$ cat src/hdl/bgc_pkg.sv
`default_nettype none
package bgc_pkg;

	localparam int unsigned TimeW  = 32;
	localparam int unsigned CfgW   = 16;
	localparam int unsigned CountW = 4;
	localparam int unsigned IdxW   = 3;

	localparam logic [CountW-1:0] ClickMax = 4'd15;

	typedef enum logic [2:0] {
		EV_NONE      = 3'd0,
		EV_SINGLE    = 3'd1,
		EV_MULTI     = 3'd2,
		EV_LONG      = 3'd3,
		EV_ARMED     = 3'd4,
		EV_CONFIRMED = 3'd5
	} bgc_event_t;

	typedef enum logic [IdxW-1:0] {
		REG_DEBOUNCE     = 3'd0,
		REG_DOUBLE_CLICK = 3'd1,
		REG_LONG_PRESS   = 3'd2,
		REG_FACTORY_HOLD = 3'd3,
		REG_RESET_WINDOW = 3'd4,
		REG_CLEAN_BOOT   = 3'd5
	} bgc_reg_t;

	typedef struct packed {
		logic             pressed;
		logic [TimeW-1:0] now_ms;
	} bgc_smp_t;

	typedef struct packed {
		logic [2:0]        event_res;
		logic [CountW-1:0] click_count;
		logic              reset_armed;
	} bgc_res_t;

	typedef struct packed {
		logic [IdxW-1:0] idx;
		logic [CfgW-1:0] wdata;
	} bgc_cfg_t;

endpackage
`default_nettype wire

$ cat src/hdl/bgc_intf.sv
`default_nettype none
interface bgc_smp_if import bgc_pkg::*; ();
	logic     valid;
	logic     ready;
	bgc_smp_t data;
	modport src (output valid, output data, input ready);
	modport snk (input valid, input data, output ready);
endinterface

interface bgc_res_if import bgc_pkg::*; ();
	logic     valid;
	logic     ready;
	bgc_res_t data;
	modport src (output valid, output data, input ready);
	modport snk (input valid, input data, output ready);
endinterface

interface bgc_cfg_if import bgc_pkg::*; ();
	logic     valid;
	logic     ready;
	bgc_cfg_t data;
	modport src (output valid, output data, input ready);
	modport snk (input valid, input data, output ready);
endinterface
`default_nettype wire

$ cat src/hdl/button_gesture_classifier_unit.sv
`default_nettype none
// Button gesture classifier. Each sample item (pressed, now_ms) yields exactly one
// result item (event_res, click_count, reset_armed), in order. The block ignores the
// button after reset until it is first seen released, debounces presses against the
// last release time, reports long press or factory-reset armed on a held press, counts
// clicks on release (saturating at 15) and reports single/multi click once the
// double-click gap has passed; a release while armed reports reset confirmed and
// returns gesture state to its reset values, but the window reopens only when clean
// boot is set (registers keep their values). Timing: one sample item per cycle
// sustained while result ready stays high; a sample passes the input register, then
// one pass of compare/subtract logic into the result register. Sample ready depends
// combinationally on result ready. Registers are written through the cfg channel,
// which is always ready; write them only while no item is in flight.
module button_gesture_classifier_unit import bgc_pkg::*; (
	input  logic      clk,
	input  logic      arst_n,
	bgc_smp_if.snk    smp,
	bgc_res_if.src    res,
	bgc_cfg_if.snk    cfg
);

	// configuration registers
	logic [CfgW-1:0] debounce_q, dclick_q, long_q, fhold_q, rwin_q;
	logic            clean_boot_q;

	// gesture state
	logic              ign_q, held_q, long_done_q, win_q, elig_q, armed_q;
	logic [TimeW-1:0]  press_time_q, rel_time_q;
	logic [CountW-1:0] pend_q;

	// pipeline
	logic     smp_vld_s1;
	bgc_smp_t smp_data_s1;
	logic     res_vld_s2;
	bgc_res_t res_data_s2;
	logic     adv;

	// next-state values
	logic              ign_d, held_d, long_done_d, win_d, elig_d, armed_d;
	logic [TimeW-1:0]  press_time_d, rel_time_d;
	logic [CountW-1:0] pend_d;
	bgc_event_t        ev_d;
	logic [CountW-1:0] cnt_d;

	assign cfg.ready = 1'b1;

	always_ff @(posedge clk or negedge arst_n) begin
		if (!arst_n) begin
			debounce_q   <= 16'd50;
			dclick_q     <= 16'd400;
			long_q       <= 16'd3000;
			fhold_q      <= 16'd5000;
			rwin_q       <= 16'd20000;
			clean_boot_q <= 1'b1;
		end else if (cfg.valid) begin
			case (cfg.data.idx)
				REG_DEBOUNCE:     debounce_q   <= cfg.data.wdata;
				REG_DOUBLE_CLICK: dclick_q     <= cfg.data.wdata;
				REG_LONG_PRESS:   long_q       <= cfg.data.wdata;
				REG_FACTORY_HOLD: fhold_q      <= cfg.data.wdata;
				REG_RESET_WINDOW: rwin_q       <= cfg.data.wdata;
				REG_CLEAN_BOOT:   clean_boot_q <= cfg.data.wdata[0];
				default: ;
			endcase
		end
	end

	// stage 1 moves into the result register when that register is free or draining
	assign adv       = smp_vld_s1 && (!res_vld_s2 || res.ready);
	assign smp.ready = !smp_vld_s1 || adv;

	always_ff @(posedge clk or negedge arst_n) begin
		if (!arst_n) begin
			smp_vld_s1 <= 1'b0;
		end else if (smp.ready) begin
			smp_vld_s1 <= smp.valid;
		end
	end

	always_ff @(posedge clk) begin
		if (smp.ready && smp.valid) begin
			smp_data_s1 <= smp.data;
		end
	end

	// one step of the gesture logic
	always_comb begin
		logic             pr;
		logic [TimeW-1:0] now;
		logic [TimeW-1:0] held_for;
		logic             done;
		pr           = smp_data_s1.pressed;
		now          = smp_data_s1.now_ms;
		done         = 1'b0;
		ign_d        = ign_q;
		held_d       = held_q;
		long_done_d  = long_done_q;
		win_d        = win_q;
		elig_d       = elig_q;
		armed_d      = armed_q;
		press_time_d = press_time_q;
		rel_time_d   = rel_time_q;
		pend_d       = pend_q;
		ev_d         = EV_NONE;
		cnt_d        = '0;

		// window closing is checked on every step
		if (win_q && now >= {{(TimeW-CfgW){1'b0}}, rwin_q}) begin
			win_d = 1'b0;
		end

		// start-up: wait for the first release
		if (ign_q) begin
			if (!pr) begin
				ign_d = 1'b0;
			end
			done = 1'b0;
		end

		// new press, debounced against last release
		if (!ign_q && pr && !held_q) begin
			if ((now - rel_time_q) < {{(TimeW-CfgW){1'b0}}, debounce_q}) begin
				done = 1'b1;
			end else begin
				held_d       = 1'b1;
				press_time_d = now;
				long_done_d  = 1'b0;
				elig_d       = win_d;
			end
		end

		held_for = now - press_time_d;
		if (!ign_q && !done && held_d && pr && !long_done_d) begin
			if (elig_d && held_for >= {{(TimeW-CfgW){1'b0}}, fhold_q}) begin
				long_done_d = 1'b1;
				pend_d      = '0;
				armed_d     = 1'b1;
				ev_d        = EV_ARMED;
			end else if (!elig_d && held_for >= {{(TimeW-CfgW){1'b0}}, long_q}) begin
				long_done_d = 1'b1;
				pend_d      = '0;
				ev_d        = EV_LONG;
			end
		end

		// release: count a click or confirm factory reset
		if (!ign_q && !done && !pr && held_d) begin
			held_d     = 1'b0;
			rel_time_d = now;
			elig_d     = 1'b0;
			if (armed_d) begin
				ign_d        = 1'b1;
				held_d       = 1'b0;
				press_time_d = '0;
				rel_time_d   = '0;
				pend_d       = '0;
				long_done_d  = 1'b0;
				win_d        = clean_boot_q;
				elig_d       = 1'b0;
				armed_d      = 1'b0;
				ev_d         = EV_CONFIRMED;
				done         = 1'b1;
			end else if (!long_done_d && pend_d < ClickMax) begin
				pend_d = pend_d + 1'b1;
			end
		end

		// flush pending clicks once the double-click gap has closed
		if (!ign_q && !done && pend_d != '0 && !held_d &&
			(now - rel_time_d) >= {{(TimeW-CfgW){1'b0}}, dclick_q}) begin
			cnt_d  = pend_d;
			ev_d   = (pend_d == 4'd1) ? EV_SINGLE : EV_MULTI;
			pend_d = '0;
		end
	end

	always_ff @(posedge clk or negedge arst_n) begin
		if (!arst_n) begin
			ign_q        <= 1'b1;
			held_q       <= 1'b0;
			long_done_q  <= 1'b0;
			win_q        <= 1'b1;
			elig_q       <= 1'b0;
			armed_q      <= 1'b0;
			press_time_q <= '0;
			rel_time_q   <= '0;
			pend_q       <= '0;
		end else if (adv) begin
			ign_q        <= ign_d;
			held_q       <= held_d;
			long_done_q  <= long_done_d;
			win_q        <= win_d;
			elig_q       <= elig_d;
			armed_q      <= armed_d;
			press_time_q <= press_time_d;
			rel_time_q   <= rel_time_d;
			pend_q       <= pend_d;
		end
	end

	// result register
	always_ff @(posedge clk or negedge arst_n) begin
		if (!arst_n) begin
			res_vld_s2 <= 1'b0;
		end else if (adv) begin
			res_vld_s2 <= 1'b1;
		end else if (res.ready) begin
			res_vld_s2 <= 1'b0;
		end
	end

	always_ff @(posedge clk) begin
		if (adv) begin
			res_data_s2.event_res   <= ev_d;
			res_data_s2.click_count <= cnt_d;
			res_data_s2.reset_armed <= armed_d;
		end
	end

	assign res.valid = res_vld_s2;
	assign res.data  = res_data_s2;

	// armed only while a press is held past start-up
	a_armed_held: assert property (@(posedge clk) disable iff (!arst_n)
		armed_q |-> (held_q && !ign_q))
		else $error("armed without held press");

	// click count only rides with click events
	a_count_only_click: assert property (@(posedge clk) disable iff (!arst_n)
		(res.valid && res.data.event_res != EV_SINGLE && res.data.event_res != EV_MULTI)
		|-> (res.data.click_count == '0))
		else $error("click count on non-click event");

	// single click carries exactly one click
	a_single_one: assert property (@(posedge clk) disable iff (!arst_n)
		(res.valid && res.data.event_res == EV_SINGLE) |-> (res.data.click_count == 4'd1))
		else $error("single click count mismatch");

	// confirmation drops the armed flag and restarts in ignore mode
	a_confirm_clears: assert property (@(posedge clk) disable iff (!arst_n)
		(adv && ev_d == EV_CONFIRMED) |=> (ign_q && !armed_q && res.data.reset_armed == 1'b0))
		else $error("reset confirm did not clear state");

endmodule
`default_nettype wire

$ cat src/flat_wrapper.sv
// flat-port wrapper written by rule: the top's interface ports become plain ports
module button_gesture_classifier_unit_flat import bgc_pkg::*;
  (clk, arst_n, smp_valid, smp_data, smp_ready, res_valid, res_data, res_ready, cfg_valid, cfg_data, cfg_ready);
  bgc_smp_if smp_i ();
  bgc_res_if res_i ();
  bgc_cfg_if cfg_i ();
  input  logic clk;
  input  logic arst_n;
  input wire logic [$bits(smp_i.valid)-1:0] smp_valid;
  input wire logic [$bits(smp_i.data)-1:0] smp_data;
  output wire logic [$bits(smp_i.ready)-1:0] smp_ready;
  output wire logic [$bits(res_i.valid)-1:0] res_valid;
  output wire logic [$bits(res_i.data)-1:0] res_data;
  input wire logic [$bits(res_i.ready)-1:0] res_ready;
  input wire logic [$bits(cfg_i.valid)-1:0] cfg_valid;
  input wire logic [$bits(cfg_i.data)-1:0] cfg_data;
  output wire logic [$bits(cfg_i.ready)-1:0] cfg_ready;
  assign smp_i.valid = smp_valid;
  assign smp_i.data = smp_data;
  assign smp_ready = smp_i.ready;
  assign res_valid = res_i.valid;
  assign res_data = res_i.data;
  assign res_i.ready = res_ready;
  assign cfg_i.valid = cfg_valid;
  assign cfg_i.data = cfg_data;
  assign cfg_ready = cfg_i.ready;
  button_gesture_classifier_unit u_core (.clk(clk), .arst_n(arst_n), .smp(smp_i), .res(res_i), .cfg(cfg_i));
endmodule
$ cat config.mk
export PLATFORM = sky130hd
export DESIGN_NAME = button_gesture_classifier_unit_flat
export DESIGN_NICKNAME = d
export VERILOG_FILES = /design/src/hdl/bgc_pkg.sv /design/src/hdl/bgc_intf.sv /design/src/hdl/button_gesture_classifier_unit.sv /design/src/flat_wrapper.sv
export SDC_FILE = /design/constraint.sdc
export NUM_CORES = 1
export LEC_CHECK = 0
export ABC_AREA = 1
export BUFFER_PORTS_ARGS = -buffer_cell sky130_fd_sc_hd__buf_2
export CORE_ASPECT_RATIO = 1.4
export CORE_UTILIZATION = 35
export CTS_BUF_LIST = sky130_fd_sc_hd__clkbuf_8
export CTS_CLUSTER_DIAMETER = 30
export DETAILED_ROUTE_END_ITERATION = 8
export PLACE_DENSITY_LB_ADDON = 0.1
export SLEW_MARGIN = 20
export SYNTH_ARGS = -nofsm -noshare
export SYNTH_HDL_FRONTEND = slang
export SYNTH_SLANG_ARGS = --single-unit
$ cat constraint.sdc
create_clock -name clk -period 9.37 [get_ports clk]
set_input_delay 0.937 -clock clk [delete_from_list [all_inputs] [get_ports clk]]
set_output_delay 0.937 -clock clk [all_outputs]
set_load 0.005 [all_outputs]
# Yosys cells after proc, flatten, opt, wreduce, memory -nomap -nowiden

Index checks and enable logic that the tools add are counted.

Register bits after elaboration: 198
Word-level logic and storage cells: 127
Output and inout port bits: 11
Input port bits: 57

Multiplexer cells: 49
Equality and inequality tests: 6
Reduce and logical (&&, ||, !) cells: 40
Order comparisons: 6
$add $sub $neg: 4

Operators by type and width:

| cell                                                 | count |
|---|---|
| 2-to-1 mux 32 bit                                    | 6 |
| greater-or-equal comparator 32 x 16 -> 1 bit         | 4 |
| subtractor 32 bit                                    | 3 |
| < comparator 32 x 16 -> 1 bit                        | 1 |
| 2-to-1 mux 1 bit                                     | 29 |
| 2-to-1 mux 4 bit                                     | 7 |
| logical AND 1 bit                                    | 18 |
| 2-to-1 mux 3 bit                                     | 5 |
| AND reduction 2 bit                                  | 6 |
| logical NOT 1 bit                                    | 11 |
| equality test 3 x 2 -> 1 bit (second input constant) | 2 |
| equality test 3 bit (second input constant)          | 2 |
| adder 4 x 1 -> 4 bit (second input constant)         | 1 |
| equality test 4 x 1 -> 1 bit (second input constant) | 1 |
| < comparator 4 bit (second input constant)           | 1 |
| 2-to-1 mux 2 bit                                     | 2 |
| nonzero test 4 bit                                   | 1 |
| equality test 3 x 1 -> 1 bit (second input constant) | 1 |
| logical NOT 3 bit                                    | 1 |
| logical OR 1 bit                                     | 2 |
| nonzero test 2 bit                                   | 1 |

# Logic depth before layout (Yosys ltp)

Depth after elaboration: 20
Mapped depth: 77
Mapped depth without buffers: 75

# Worst setup path after synthesis

OpenSTA, ideal clock, no wires.

Path kind: reg-to-reg
Start point: register u_core.smp_data_s1[6] in the netlist's numbering
End point: register u_core.res_data_s2 (netlist bit u_core.res.data[5]), data pin
Required time: 9.111 ns
Period minus slack after synthesis: 9.426 ns
Library setup time: 0.259 ns
Path buffers: 3
Arrival time: 9.168 ns
Stages on the path, launching flop included: 71
Path slack: -0.056 ns
Cell sequence: edfxtp_1 > ha_1 > nand2_1 > inv_1 > a21oi_1 > nand2_2 > nand2_1 > nand2_2 > xor2_1 > ha_1 > a21oi_1 > o21ai_0 > a21oi_1 > nand3_1 > nor2_1 > nand2_1 > nor2_2 > nand3_2 > (+35 left out) > nand2_1 > nand3_1 > nand2_2 > xor2_1 > ha_1 > a21o_1 > a21oi_1 > o21ai_0 > a21oi_1 > nor2_1 > a211oi_1 > nand2_1 > a21oi_1 > nand3_1 > nor2_2 > nand3_2 > nand2_4 > o21ai_1

Cells in the longest elaborated chain, start to end: 20
Elaborated cells between the ends (all ways): 66
Those cells by class: add/sub: 4; order compare: 6; eq/ne: 1; mux: 34; reduce/logical: 21

Ends and longest elaborated chain:

| element                                                                    | RTL line                              | source |
|---|---|---|
| start: declaration                                                         | button_gesture_classifier_unit.sv:33  | `bgc_smp_t smp_data_s1;` |
| start signal: assignment                                                   | button_gesture_classifier_unit.sv:82  | `smp_data_s1 <= smp.data;` |
| parallel branches: the longest is 19 deep, another holds subtractor 32 bit | -                                     |  |
| 2-to-1 mux 3 bit (*)                                                       | button_gesture_classifier_unit.sv:169 | `if (!ign_q && !done && pend_d != '0 && !held_d &&` |
| net u_core.ev_d[0]                                                         | button_gesture_classifier_unit.sv:42  | `bgc_event_t ev_d;` |
| end: declaration                                                           | button_gesture_classifier_unit.sv:35  | `bgc_res_t res_data_s2;` |

Mark *: on every way through the listed nets, which the timed path passes.
A chain may end at the register's enable or synchronous reset.

# Final worst setup path

Start point: register u_core.smp_data_s1[5] in the netlist's numbering
End point: register u_core.rel_time_q[0]

Cells in the longest elaborated chain, start to end: 12
Elaborated cells between the ends (all ways): 30
Those cells by class: add/sub: 2; order compare: 3; mux: 15; reduce/logical: 10

Ends and longest elaborated chain:

| element                                                                    | RTL line                              | source |
|---|---|---|
| parallel branches: the longest is 11 deep, another holds subtractor 32 bit | -                                     |  |
| 2-to-1 mux 32 bit (*)                                                      | button_gesture_classifier_unit.sv:147 | `if (!ign_q && !done && !pr && held_d) begin` |
| end signal: assignment                                                     | button_gesture_classifier_unit.sv:196 | `rel_time_q <= rel_time_d;` |
| end: declaration                                                           | button_gesture_classifier_unit.sv:28  | `logic [TimeW-1:0] press_time_q, rel_time_q;` |

Every way passes the cells marked *.

==> results.txt <==
----------------------------------------------------
[Worst setup path]
  Highest cell delay on the worst timing path ... 0.46 ns
  Reg2Reg Setup Slack ... -0.24 ns
  R2R Path End ... u_core.rel_time_q[0]$_DFFE_PN0P_
  Top fanout value on the critical path ... 5
  Worst r2r path cells ... 68
  Max stage delay cell, worst path ... sky130_fd_sc_hd__edfxtp_1
  Required time reported for the critical path endpoint ... 9.82 ns
  Data arrival time of the critical path ... approximately 10 ns
  Category of the critical setup timing path ... reg2reg
  Reg2Reg Launch Point ... u_core.smp_data_s1[5]$_DFFE_PP_
  Worst setup SP type ... flip-flop
  Kind of capture point of the worst setup path ... flip-flop
  Cell with the most instances on the worst path ... sky130_fd_sc_hd__buf_4

[Clock tree]
  Total number of clock tree sinks ... 198
  Total clock buffers created by CTS ... 17
  Post-CTS clock slew at the launch and capture registers of the worst setup and hold paths ... approximately 0.11 ns
  Clock network latency to the later pin of the worst-skew pair ... 0.54 ns
  Deepest level of the CTS H-tree ... 4
  Deepest clock path buffer count ... 2
  CTS Root Buffer Type ... sky130_fd_sc_hd__clkbuf_8
  CTS tree ... done

[GRT]
  Maximum number of pins on one net before global-route repair ... 84
  Number of antenna violations at the first check in global routing ... 1
  Met3 usage in global routing ... 0.0267
  Wire length of the first global-routing pass ... just over 90000 um
  Tot GR Track Use ... 0.250
  Remaining Overflow, GRT ... 0
  Global-route met1 utilization ... 0.292
  Met2 routing resource usage after global routing ... 0.456
  Busiest metal layer after global routing ... met2
  Via count of the first global-routing pass ... 16.6k

[Detailed routing]
  Via count of the routed design ... 16.6k
  Antenna Nets Post-Route ... 0
  Number of remaining DRC errors ... 0
  Wirelength, routed ... 58800 um
  Routed wirelength normalized by instance count ... 17.1 um
  Detailed router's first-iteration violation count ... 935
  Via count normalized by instance count ... approximately 4.8
  TritonRoute pass-1 iters ... 6

[Synthesis]
  Sequential share of the synthesized area ... 0.316
  Distinct cell type count of the synthesized netlist ... 56
  Synthesis-stage register bit count ... 198
  Post-Syn Area ... 16400 sq um
  Synth warn ... 0
  Number of nets in the synthesized netlist ... 2561
  Post-synthesis average cell area ... 7.05 sq um
  Post-Syn Instances ... 2329

[Layout]
  Post-layout nets ... between 3k and 4k
  Share of post-route cells with drive strength above 1 ... 0.307
  Core utilization of the finished layout ... 0.484
  Relative area change from synthesis to final layout ... 36.1%
  Cell area after layout ... about 22000 sq um

[Timing]
  Fin Hold WS ... 0.412 ns
  Transition at the pin with the smallest max-transition slack ... 1.08 ns
  Worst relative slew slack ... 0.277
  Worst Slack Setup Final ... -0.239 ns
  Final setup violating endpoints ... 11
  Clock period minus final worst setup slack ... slightly below 10 ns
  Number of pins with negative max-slew slack in the final report ... 0
  RSZ-0062 raised after global routing ... yes
  Final count of hold timing violations ... 0
  Worst Skew ... between 0.02 and 0.025 ns
  Period utilization ... 1.03
  Peak Freq ... 104 MHz

[Power and ir drop]
  Max IR drop VDD ... about 160 uV
  Total leakage power ... 11.4 nW
  Proportion of power drawn by the clock network ... 0.070
  Reg power frac ... 0.145
  Total power density per cell area ... 381 nW/um^2
  Switching power share of the total ... 0.477
  Total power consumption of the routed design ... 8.51 mW
  Internal power contribution ... 4.45 mW
  Share of total power in combinational logic ... 0.785
  Net switching power ... slightly above 4 mW

[Placement]
  Count of port buffers added during placement ... 66
  Post-detailed-placement half-perimeter wirelength ... 46400 um
  Standard cell area after detailed placement ... between 15000 and 20000 sq um
  Last weighted congestion value of the routability-driven placer ... 0.959

[Worst hold path]
  Class of the tightest hold or removal check ... in2async

[Flow run]
  Count of max-cap constraint violations ... 0

[Die]
  Die height ... around 260 um
  Number of placement rows ... between 90 and 100
  Core outline area ... 46200 sq um
  Width of the chip ... 185 um
  Total Die Area ... 47800 sq um
  I/O pin cnt ... 68
  Initial Util ... 0.355

[Status]
  Run status ... finished, violations left
  Violations in the final reports ... negative setup slack

----------------------------------------------------
==> Yosys cell counts, drive strengths merged <==
library cell  number  area share
inv              431       0.099
o31ai              3      0.0017
buf                4      0.0016
nand3b            10      0.0053
o221a              3      0.0021
clkinv             6      0.0014
a221oi             1     0.00053
xor2              39       0.021
o21ai            208       0.064
a31oi              7      0.0030
nand3            124       0.042
o21bai             7      0.0032
or4                1     0.00046
clkbuf            44       0.010
nor4               6      0.0023
a21oi            125       0.039
and3               1     0.00038
nand2            613        0.15
a21o              11      0.0050
dfrtp            131        0.20
edfxtp            41       0.075
o22ai             61       0.023
nand4             28       0.011
fa                 3      0.0037
conb               1     0.00023
o221ai             2      0.0011
a21boi             6      0.0030
dfstp             26       0.042
a211oi             7      0.0032
a22o               1     0.00053
xnor2             18      0.0096
o21a               5      0.0023
and2               3      0.0011
o211ai             2     0.00091
a211o              1     0.00053
nor2             158       0.038
nor3              18      0.0064
ha               172        0.13
a2111oi            1     0.00053
==> metal layers <==
| metal | wire length [um] | vias up | part of all wire |
|---|---|---|---|
| met4 | 2550 | 0 | 0.043 |
| met2 | 30100 | 314 | 0.51 |
| met3 | 1440 | 101 | 0.025 |
| met1 | 24700 | 7677 | 0.42 |
| met5 | 0 | - | 0 |
| li1 | - | 8535 | - |
==> flip-flops by register name, summed over array words and instances, names as in the netlist <==
signal / flops
u_core.armed_q: 1
u_core.clean_boot_q: 1
u_core.dclick_q: 16
u_core.debounce_q: 16
u_core.elig_q: 1
u_core.fhold_q: 16
u_core.held_q: 1
u_core.ign_q: 1
u_core.long_done_q: 1
u_core.long_q: 16
u_core.pend_q: 4
u_core.press_time_q: 32
u_core.rel_time_q: 32
u_core.res.data: 8
u_core.res.valid: 1
u_core.rwin_q: 16
u_core.smp_data_s1: 33
u_core.smp_vld_s1: 1
u_core.win_q: 1
==> cells in the final DEF (no fill, tap or decap), types with 36 or more instances in the layout <==
master / Yosys / layout
sky130_fd_sc_hd__nand3_1: 109 / 96
sky130_fd_sc_hd__inv_1: 407 / 391
sky130_fd_sc_hd__o21ai_0: 199 / 160
sky130_fd_sc_hd__edfxtp_1: 41 / 41
sky130_fd_sc_hd__nand2_1: 586 / 523
sky130_fd_sc_hd__nand2_2: 21 / 73
sky130_fd_sc_hd__nor2_1: 147 / 128
sky130_fd_sc_hd__ha_1: 172 / 141
sky130_fd_sc_hd__xor2_1: 39 / 36
sky130_fd_sc_hd__dfrtp_1: 131 / 131
sky130_fd_sc_hd__buf_2: 0 / 65
sky130_fd_sc_hd__o22ai_1: 61 / 60
sky130_fd_sc_hd__buf_4: 1 / 419
sky130_fd_sc_hd__inv_2: 24 / 37
sky130_fd_sc_hd__a21oi_1: 123 / 94
==> cells by family after synthesis <==
family,after synthesis,share of synthesized area
other,1,0.000228
flip-flops,198,0.316
XOR/XNOR,57,0.0304
AO/OA/AOI/OAI,451,0.153
AND/OR/NAND/NOR,962,0.254
adder cells (fa/ha/maj),175,0.135
buffers and inverters,485,0.112
==> worst max path at each step <==
stage / start / endpoint / slack, ns / cells after the start
6_report: u_core.smp_data_s1[5]$_DFFE_PP_ / u_core.rel_time_q[0]$_DFFE_PN0P_ / -0.24 / 68
5_1_grt: u_core.smp_data_s1[10]$_DFFE_PP_ / u_core.pend_q[0]$_DFFE_PN0P_ / -0.83 / 71
4_1_cts: u_core.smp_data_s1[2]$_DFFE_PP_ / u_core.res.data[5]$_DFFE_PP_ / -0.03 / 71
3_5_place_dp: u_core.smp_data_s1[9]$_DFFE_PP_ / u_core.res.data[5]$_DFFE_PP_ / -0.83 / 61
3_3_place_gp: u_core.smp_data_s1[9]$_DFFE_PP_ / u_core.res.data[5]$_DFFE_PP_ / -0.76 / 63
2_1_floorplan: u_core.smp_data_s1[6]$_DFFE_PP_ / u_core.res.data[5]$_DFFE_PP_ / 0.09 / 68
==> power by group through the flow <==
stage / clock (mW) / combinational [mW] / sequential (mW)
6_report: 0.592 / 6.68 / 1.24
5_1_grt: 0.638 / 7.43 / 1.26
4_1_cts: 0.611 / 6.45 / 1.24
3_5_place_dp: 0 / 5.63 / 1.25
3_3_place_gp: 0 / 5.60 / 1.24
2_1_floorplan: 0 / 3.37 / 1.22
==> cell type report <==
cell class / instances / area [sq um]
timing repair buffer: 502 / 3760
tap: 617 / 772
clock buffer: 19 / 262
multi-input combinational: 1646 / 10600
inverter: 437 / 1650
antenna: 1 / 2.50
clock inverter: 13 / 139
sequential: 198 / 5190
fill: 4677 / 23800
==> timing repair <==
action                                  CTS  global route
endpoints found under the setup margin   10            11
gates cloned                              3             0
hold buffers                              0             0
setup buffers                            94            15
gates resized for setup                 260            55
endpoints found under the hold margin     0             0
pin swaps                                96            58
==> stage by stage <==
step,std cells,worst slack [ns],TNS (ns)
floorplan,2329,0.0850,0
global placement,3289,-0.764,-7.28
detailed placement,3289,-0.829,-7.95
CTS,3418,-0.0288,-0.0505
global route,3433,-0.826,-8.63
finish,3433,-0.239,-1.45
==> worst max-delay path, delay by kind of cell (launching register included) <==
family,cells,cell delay [ns]
AOI/OAI and AO/OA,10,1.59
xor gates and xnor gates,2,0.33
adders and majority gates,4,1.10
buffers and inverters,38,4.65
DFF,1,0.46
and+or+nand+nor,14,1.38
Power figures use the tool's default switching activity.
